**config.mk**
```make
export PLATFORM = sky130hd
export DESIGN_NAME = fccl_div_cell
export DESIGN_NICKNAME = d
export VERILOG_FILES = /design/src/fccl_pkg.sv /design/src/fccl_div_cell.sv
export SDC_FILE = /design/constraint.sdc
export NUM_CORES = 1
export LEC_CHECK = 0
export ABC_AREA = 1
export BUFFER_PORTS_ARGS = -buffer_cell sky130_fd_sc_hd__buf_2
export CAP_MARGIN = 15
export CORE_AREA = 2 2 204 206
export CTS_CLUSTER_SIZE = 24
export DETAILED_ROUTE_END_ITERATION = 10
export DIE_AREA = 0 0 206 208
export MAX_ROUTING_LAYER = met4
export PLACE_DENSITY = 0.62
export REMOVE_ABC_BUFFERS = 1
export SYNTH_ARGS = -nofsm -noshare
export SYNTH_HDL_FRONTEND = slang
export SYNTH_SLANG_ARGS = --single-unit
```
**constraint.sdc**
```tcl
create_clock -name clk -period 1.55 [get_ports clk]
set_input_delay 0.2325 -clock clk [delete_from_list [all_inputs] [get_ports clk]]
set_output_delay 0.2325 -clock clk [all_outputs]
set_load 0.005 [all_outputs]
```
**src/fccl_pkg.sv**
```systemverilog
// Package: shared types and constants for the friction circle curvature limit block
`default_nettype none
package fccl_pkg;
    localparam int unsigned GRAVITY_Q16 = 642253;
    localparam int unsigned RAD_W = 52;
    localparam int unsigned ROOT_W = 26;
    localparam int unsigned SQRT_STEPS = 26;
    localparam int unsigned K_NUM_W = 42;
    localparam int unsigned K_DEN_W = 32;
    localparam int unsigned K_Q_W = 42;
    localparam int unsigned R_NUM_W = 30;
    localparam int unsigned R_DEN_W = 16;
    localparam int unsigned R_Q_W = 30;
    localparam logic [31:0] ALL_ONES32 = 32'hFFFF_FFFF;
    localparam logic [0:0] REG_FRICTION = 1'b0;
    localparam logic [0:0] REG_RATE_LIMIT = 1'b1;

    typedef struct packed {
        logic        zero_speed;
        logic        grip_exceeded;
        logic [15:0] speed;
        logic [15:0] rate_limit;
    } fccl_side_t;
endpackage
`default_nettype wire

```
**src/fccl_div_cell.sv**
```systemverilog
// One restoring division step: one curvature quotient bit per cell, and one rate quotient bit when r_active
`default_nettype none
module fccl_div_cell
(
    input  wire logic                          clk,
    input  wire logic                          rst_n,
    input  wire logic                          en,
    input  wire logic                          in_valid,
    input  wire logic [fccl_pkg::K_NUM_W-1:0]  in_kn,
    input  wire logic [fccl_pkg::K_DEN_W:0]    in_kr,
    input  wire logic [fccl_pkg::K_DEN_W-1:0]  in_kd,
    input  wire logic [fccl_pkg::K_Q_W-1:0]    in_kq,
    input  wire logic [fccl_pkg::R_NUM_W-1:0]  in_rn,
    input  wire logic [fccl_pkg::R_DEN_W:0]    in_rr,
    input  wire logic [fccl_pkg::R_Q_W-1:0]    in_rq,
    input  wire logic                          r_active,
    input  wire fccl_pkg::fccl_side_t          in_side,
    output logic                               out_valid,
    output logic [fccl_pkg::K_NUM_W-1:0]       out_kn,
    output logic [fccl_pkg::K_DEN_W:0]         out_kr,
    output logic [fccl_pkg::K_DEN_W-1:0]       out_kd,
    output logic [fccl_pkg::K_Q_W-1:0]         out_kq,
    output logic [fccl_pkg::R_NUM_W-1:0]       out_rn,
    output logic [fccl_pkg::R_DEN_W:0]         out_rr,
    output logic [fccl_pkg::R_Q_W-1:0]         out_rq,
    output fccl_pkg::fccl_side_t               out_side
);
    import fccl_pkg::*;
    logic [K_DEN_W+1:0] kt;
    logic               kf;
    logic [R_DEN_W+1:0] rt;
    logic               rf;
    always_comb
    begin
        kt = {in_kr, in_kn[K_NUM_W-1]};
        kf = kt >= {2'b00, in_kd};
        rt = {in_rr, in_rn[R_NUM_W-1]};
        rf = rt >= {2'b00, in_side.speed};
    end
    always_ff @(posedge clk or negedge rst_n)
    begin
        if (!rst_n)
            out_valid <= 1'b0;
        else if (en)
            out_valid <= in_valid;
    end
    always_ff @(posedge clk)
    begin
        if (en)
        begin
            out_kn   <= {in_kn[K_NUM_W-2:0], 1'b0};
            out_kr   <= kf ? (K_DEN_W+1)'(kt - {2'b00, in_kd}) : kt[K_DEN_W:0];
            out_kd   <= in_kd;
            out_kq   <= {in_kq[K_Q_W-2:0], kf};
            out_side <= in_side;
            if (r_active)
            begin
                out_rn <= {in_rn[R_NUM_W-2:0], 1'b0};
                out_rr <= rf ? (R_DEN_W+1)'(rt - {2'b00, in_side.speed}) : rt[R_DEN_W:0];
                out_rq <= {in_rq[R_Q_W-2:0], rf};
            end
            else
            begin
                out_rn <= in_rn;
                out_rr <= in_rr;
                out_rq <= in_rq;
            end
        end
    end
endmodule
`default_nettype wire

```
Yosys cells after proc, flatten, opt, wreduce, memory -nomap -nowiden

Cells that the tools add are included.

$add $sub $neg: 2
$lt $le $gt $ge: 2
Multiplexer cells: 5

Operator list:

| operator                                                       | count |
|---|---|
| 30-bit 2-to-1 mux                                              | 2 |
| 34-bit by 32-bit greater-or-equal comparator with 1-bit output | 1 |
| 17-bit 2-to-1 mux                                              | 2 |
| 33-bit 2-to-1 mux                                              | 1 |
| 33-bit by 32-bit subtractor with 33-bit output                 | 1 |
| 18-bit by 16-bit greater-or-equal comparator with 1-bit output | 1 |
| 17-bit by 16-bit subtractor with 17-bit output                 | 1 |

Register bits after elaboration: 260
Bits of input ports: 265
Output and inout bits: 261
Word-level logic and storage cells: 22

Depth between registers and ports, before layout

Word-level depth: 3
Gate-level depth with buffers: 16
Gate-level depth less buffers: 16

Worst setup path before layout

OpenSTA, ideal clock, no wires.

Path kind: input to register
From: in in_kn[41] in the netlist's numbering
To: reg out_kr[27] in the netlist's numbering (data pin)
Library setup time: 0.253 ns
Arrival time: 1.694 ns
Data required time: 1.297 ns
Setup slack: -0.397 ns
Stages on the path: 13
Buffers on the path: 1
Cells stage by stage: inv_1 -> ha_1 -> inv_1 -> fa_1 -> nand3_1 -> nand3_2 -> nand2_1 -> nand2_1 -> nand2_2 -> nand3_4 -> buf_6 -> nand2_1 -> nand2_1

Word-level cells in the longest chain between the ends: 2
Elaborated cells on any way between the ends: 3
Those cells by class: add/sub (1); order compare (1); mux (1)

RTL lines:

| element                                                                                                                                 | RTL line                                 | RTL |
|---|---|---|
| start, declared                                                                                                                         | fccl_div_cell.sv:9                       | `input wire logic [fccl_pkg::K_NUM_W-1:0] in_kn,` |
| 33-bit by 32-bit subtractor with 33-bit output / 34-bit by 32-bit greater-or-equal comparator with 1-bit output (equally long branches) | fccl_div_cell.sv:52, fccl_div_cell.sv:36 |  |
| 33-bit 2-to-1 mux (*)                                                                                                                   | fccl_div_cell.sv:52                      | `out_kr <= kf ? (K_DEN_W+1)'(kt - {2'b00, in_kd}) : kt[K_DEN_W:0];` |
| end signal, assigned                                                                                                                    | fccl_div_cell.sv:52                      |  |
| end, declared                                                                                                                           | fccl_div_cell.sv:20                      | `output logic [fccl_pkg::K_DEN_W:0] out_kr,` |

Mark *: on every way between the ends. The rest lies on a longest branch, timed or not.
A chain may end at the register's enable or synchronous reset.

Worst setup path in the final report

From: in in_kn[41] in the netlist's numbering
To: reg out_kr[10] in the netlist's numbering (data pin)

The elaborated chain is that of the path after synthesis.

==> run_results.csv <==
group,metric,value,unit
run_status,status,"finished, violations left",
run_status,failed_checks,"negative setup slack",
setup_path,critPathArrivalTime,1.89,ns
clock_network,clk_latency,0.55,ns
power,peakVddDrop,0.7422,mV
placement,place_congestion,0.9408,
placement,dpl.hpwl,38600,um
floorplanning,io_pins,526,
power,clkPwrFrac,32.1,%
setup_path,crit_fanout,8,
synthesis,async_flop_share,0.3846,%
floorplanning,start_util,33.08,%
global_routing,grt_use_total,22.87,%
synthesis,syn_inst,1458,
sta,fmax,628.8,MHz
setup_path,worstPathRequired,1.85,ns
power,p_sw_share,27.61,%
sta,report.final.slew_viol_count,0,
power,p_leak,0.01099,uW
sta,fin_tns_setup,-0.1283,ns
drt,drc_errors,0,
setup_path,cp_slowest_cell,"fa_2",
sta,hold_viol,0,
synthesis,synth_most_common_cell,"nand2_1",
clock_network,cts.sinks,260,
setup_path,max_stage_delay,0.37,ns
clock_network,ctsLongestPathBuffers,3,
synthesis,synth_cell_types,36,
global_routing,grt_pass1_wl,73810,um
drt,vias,13520,
floorplanning,die_x,206,um
sta,rsz0062_at_grt,"yes",
synthesis,syn_area,13420,um^2
placement,place_inst,2684,
global_routing,grt_use_met2,39.74,%
run,max_cap_violations,0,
synthesis,synth-seq-cells,260,
clock_network,cts_tree,"done",
layout,final_cells,2957,
drt,dr.pass1.iters,6,
sta,fin_crit_sh,102.6,%
global_routing,met1_usage,26.34,%
synthesis,synth.top_cells.by_area,"edfxtp_1 58%, nand2_1 15%, inv_1 7.4%, ha_1 4.5%, nand4_1 2.5%",
clock_network,cts_root_buf,"clkbuf_16",
placement,place_area,18220,um^2
sta,fin_skew,0,ns
placement,post-place-ws,-0.6219,ns
floorplanning,dieArea,42850,um^2
setup_path,startpoint_type,"input port",
setup_path,worstPathCellList,"buf_8 > inv_4 > ha_4 > inv_2 > fa_2 > nand3_2 > nand3_2 > nand2_2 > nand2_2 > nand2_4 > nand3_4 > clkbuf_16 > nand2_4 > nand2_1",
floorplanning,coreArea,40550,um^2
power,power_density,907.6,nW/um^2
layout,stdcell_area,22340,um^2
sta,layout_setup_ws,-0.04033,ns
placement,port_buffers,523,
synthesis,syn_area_per_cell,9.201,um^2
synthesis,yosysSeqAreaShare,58.16,%
layout,fin_nets,2713,
drt,drtAntennaViolNets,0,
global_routing,overflow,0,
sta,min_period,1.590,ns
power,p_seq_share,43.0,%
drt,vias_per_cell,4.571,
power,combPwrFrac,24.9,%
global_routing,busiest_layer,"met2",
global_routing,antenna_found_initial,11,
setup_path,worstSetupEndpointType,"flop",
hold_path,hp-class,"in -> reg",
global_routing,grt_pass1_vias,13340,
synthesis,synth_flop_cell,"edfxtp_1",
clock_network,htree_levels,1,
synthesis,yosys_warnings,0,
clock_network,numCtsBuffers,29,
global_routing,grt_max_degree,46,
layout,fillerInstances,3572,
floorplanning,floorplan.die.height,208,um
power,power_switching,5599,uW
layout,fin_util,55.09,%
clock_network,path_clk_slew,0.06,ns
drt,wirelength,51800,um
sta,setup_viol,11,
layout,layout-drive-gt1-share,40.76,%
global_routing,use_met3,3.556,%
synthesis,synth_edf_count,259,
synthesis,synth_top_area_cell,"edfxtp_1",
drt,wl_per_cell,17.52,um
setup_path,critPathKind,"in -> reg",
synthesis,synthTopCellsByCount,"530 x nand2_1, 263 x inv_1, 259 x edfxtp_1, 58 x o21ai_0, 57 x nand3_1",
power,intPower,14680,uW
floorplanning,rows,74,
layout,area_growth_syn_to_layout,66.54,%
synthesis,synth_top_area_share,57.97,%
drt,drtIter0Drc,790,
[registers in the layout, indices dropped and copies added, names as in the netlist]
name	cells
out_kq	42
out_kn	41
out_side	34
out_kr	33
out_kd	32
out_rn	30
out_rq	30
out_rr	17
out_valid	1
[cells by family after synthesis]
| family | after synthesis | share of synthesized area, % |
|---|---|---|
| other | 1 | 0.02795 |
| XOR/XNOR | 23 | 1.502 |
| adder cells (fa/ha/maj) | 50 | 4.775 |
| AND/OR/NAND/NOR | 736 | 23.38 |
| multiplexers | 1 | 0.08393 |
| flip-flops | 260 | 58.16 |
| buffers and inverters | 299 | 8.720 |
| AO/OA/AOI/OAI | 88 | 3.348 |
[power by group through the flow]
stage | logic (uW) | registers (uW) | clock network (uW)
finish | 5050 | 8720 | 6500
global route | 5500 | 8780 | 6870
CTS | 4430 | 8720 | 6630
detailed placement | 4000 | 8860 | 0
global placement | 3960 | 8850 | 0
floorplan | 1490 | 8940 | 0
[layout make-up]
cell class / count / area [um^2] / area share (%)
timing repair buffer: 941 / 6574 / 29.42
antenna: 11 / 27.53 / 0.1232
multi-input combinational: 901 / 5405 / 24.19
clock inverter: 15 / 130.1 / 0.5824
sequential: 260 / 7802 / 34.92
clock buffer: 32 / 737.0 / 3.299
inverter: 265 / 999.7 / 4.475
tap: 532 / 665.6 / 2.979
[worst max-delay path, delay by kind of cell]
kind,cells,cell delay (ns)
adder cells (fa/ha/maj),2,0.49
buffers and inverters,4,0.44
AND/OR/NAND/NOR,8,0.73
[placed cells by master (no fill, tap or decap), types with 3 or more instances in the layout]
| cell | count |
|---|---|
| a21oi_1 | 15 |
| a21oi_2 | 12 |
| and2_1 | 6 |
| buf_12 | 13 |
| buf_2 | 520 |
| buf_4 | 196 |
| buf_6 | 6 |
| buf_8 | 4 |
| clkbuf_1 | 3 |
| clkbuf_16 | 35 |
| clkinv_1 | 5 |
| clkinv_2 | 5 |
| diode_2 | 11 |
| dlygate4sd3_1 | 196 |
| edfxtp_1 | 259 |
| ha_1 | 15 |
| ha_4 | 31 |
| inv_1 | 243 |
| inv_2 | 20 |
| nand2_1 | 452 |
| nand2_2 | 53 |
| nand2_4 | 30 |
| nand3_1 | 50 |
| nand3_2 | 8 |
| nand3_4 | 4 |
| nand3b_1 | 6 |
| nand4_1 | 53 |
| nor2_1 | 37 |
| nor2_2 | 18 |
| nor2_4 | 5 |
| nor3_1 | 7 |
| nor3_2 | 4 |
| o21ai_0 | 57 |
| xnor2_1 | 6 |
| xor2_1 | 15 |
[final timing paths]
kind / from / end / slack (ns) / depth (start not counted)
setup / recovery: in_kn[41] / out_kr[10]$_DFFE_PP_ / -0.04 / 14
hold / removal: in_kd[18] / out_kd[18]$_DFFE_PP_ / 0.02 / 2
setup reg to reg: out_valid$_DFFE_PN0P_ / out_valid$_DFFE_PN0P_ / 0.81 / 1
hold reg to reg: out_valid$_DFFE_PN0P_ / out_valid$_DFFE_PN0P_ / 0.51 / 1
max in group asynchronous: rst_n / out_valid$_DFFE_PN0P_ / 0.90 / 3
min in group asynchronous: rst_n / out_valid$_DFFE_PN0P_ / 0.54 / 3
[stage by stage]
step                power (uW)  hold WS [ns]
detailed placement       12850      0.008496
global placement         12810      0.007732
finish                   20280       0.02278
CTS                      19780      0.001485
global route             21160       0.01235
floorplan                10430      -0.06309
[routing by layer]
| metal | share of wire [%] | routed length [um] | up-vias |
|---|---|---|---|
| met5 | 0 | 0 | - |
| met4 | 3.7 | 1900 | 0 |
| met3 | 6.2 | 3220 | 92 |
| met2 | 51 | 26200 | 489 |
| met1 | 40 | 20480 | 6323 |
| li1 | - | - | 6613 |
[repair_timing]
| item | 4_1_cts | 5_1_grt |
|---|---|---|
| endpoints found under the hold margin | 214 | 0 |
| resized for setup | 5 | 227 |
| endpoints found under the setup margin | 7 | 52 |
| setup buffers | 0 | 10 |
| gates cloned | 0 | 9 |
| hold buffers | 196 | 0 |
| pin swaps | 0 | 21 |
(Power assumes the default switching activity.)
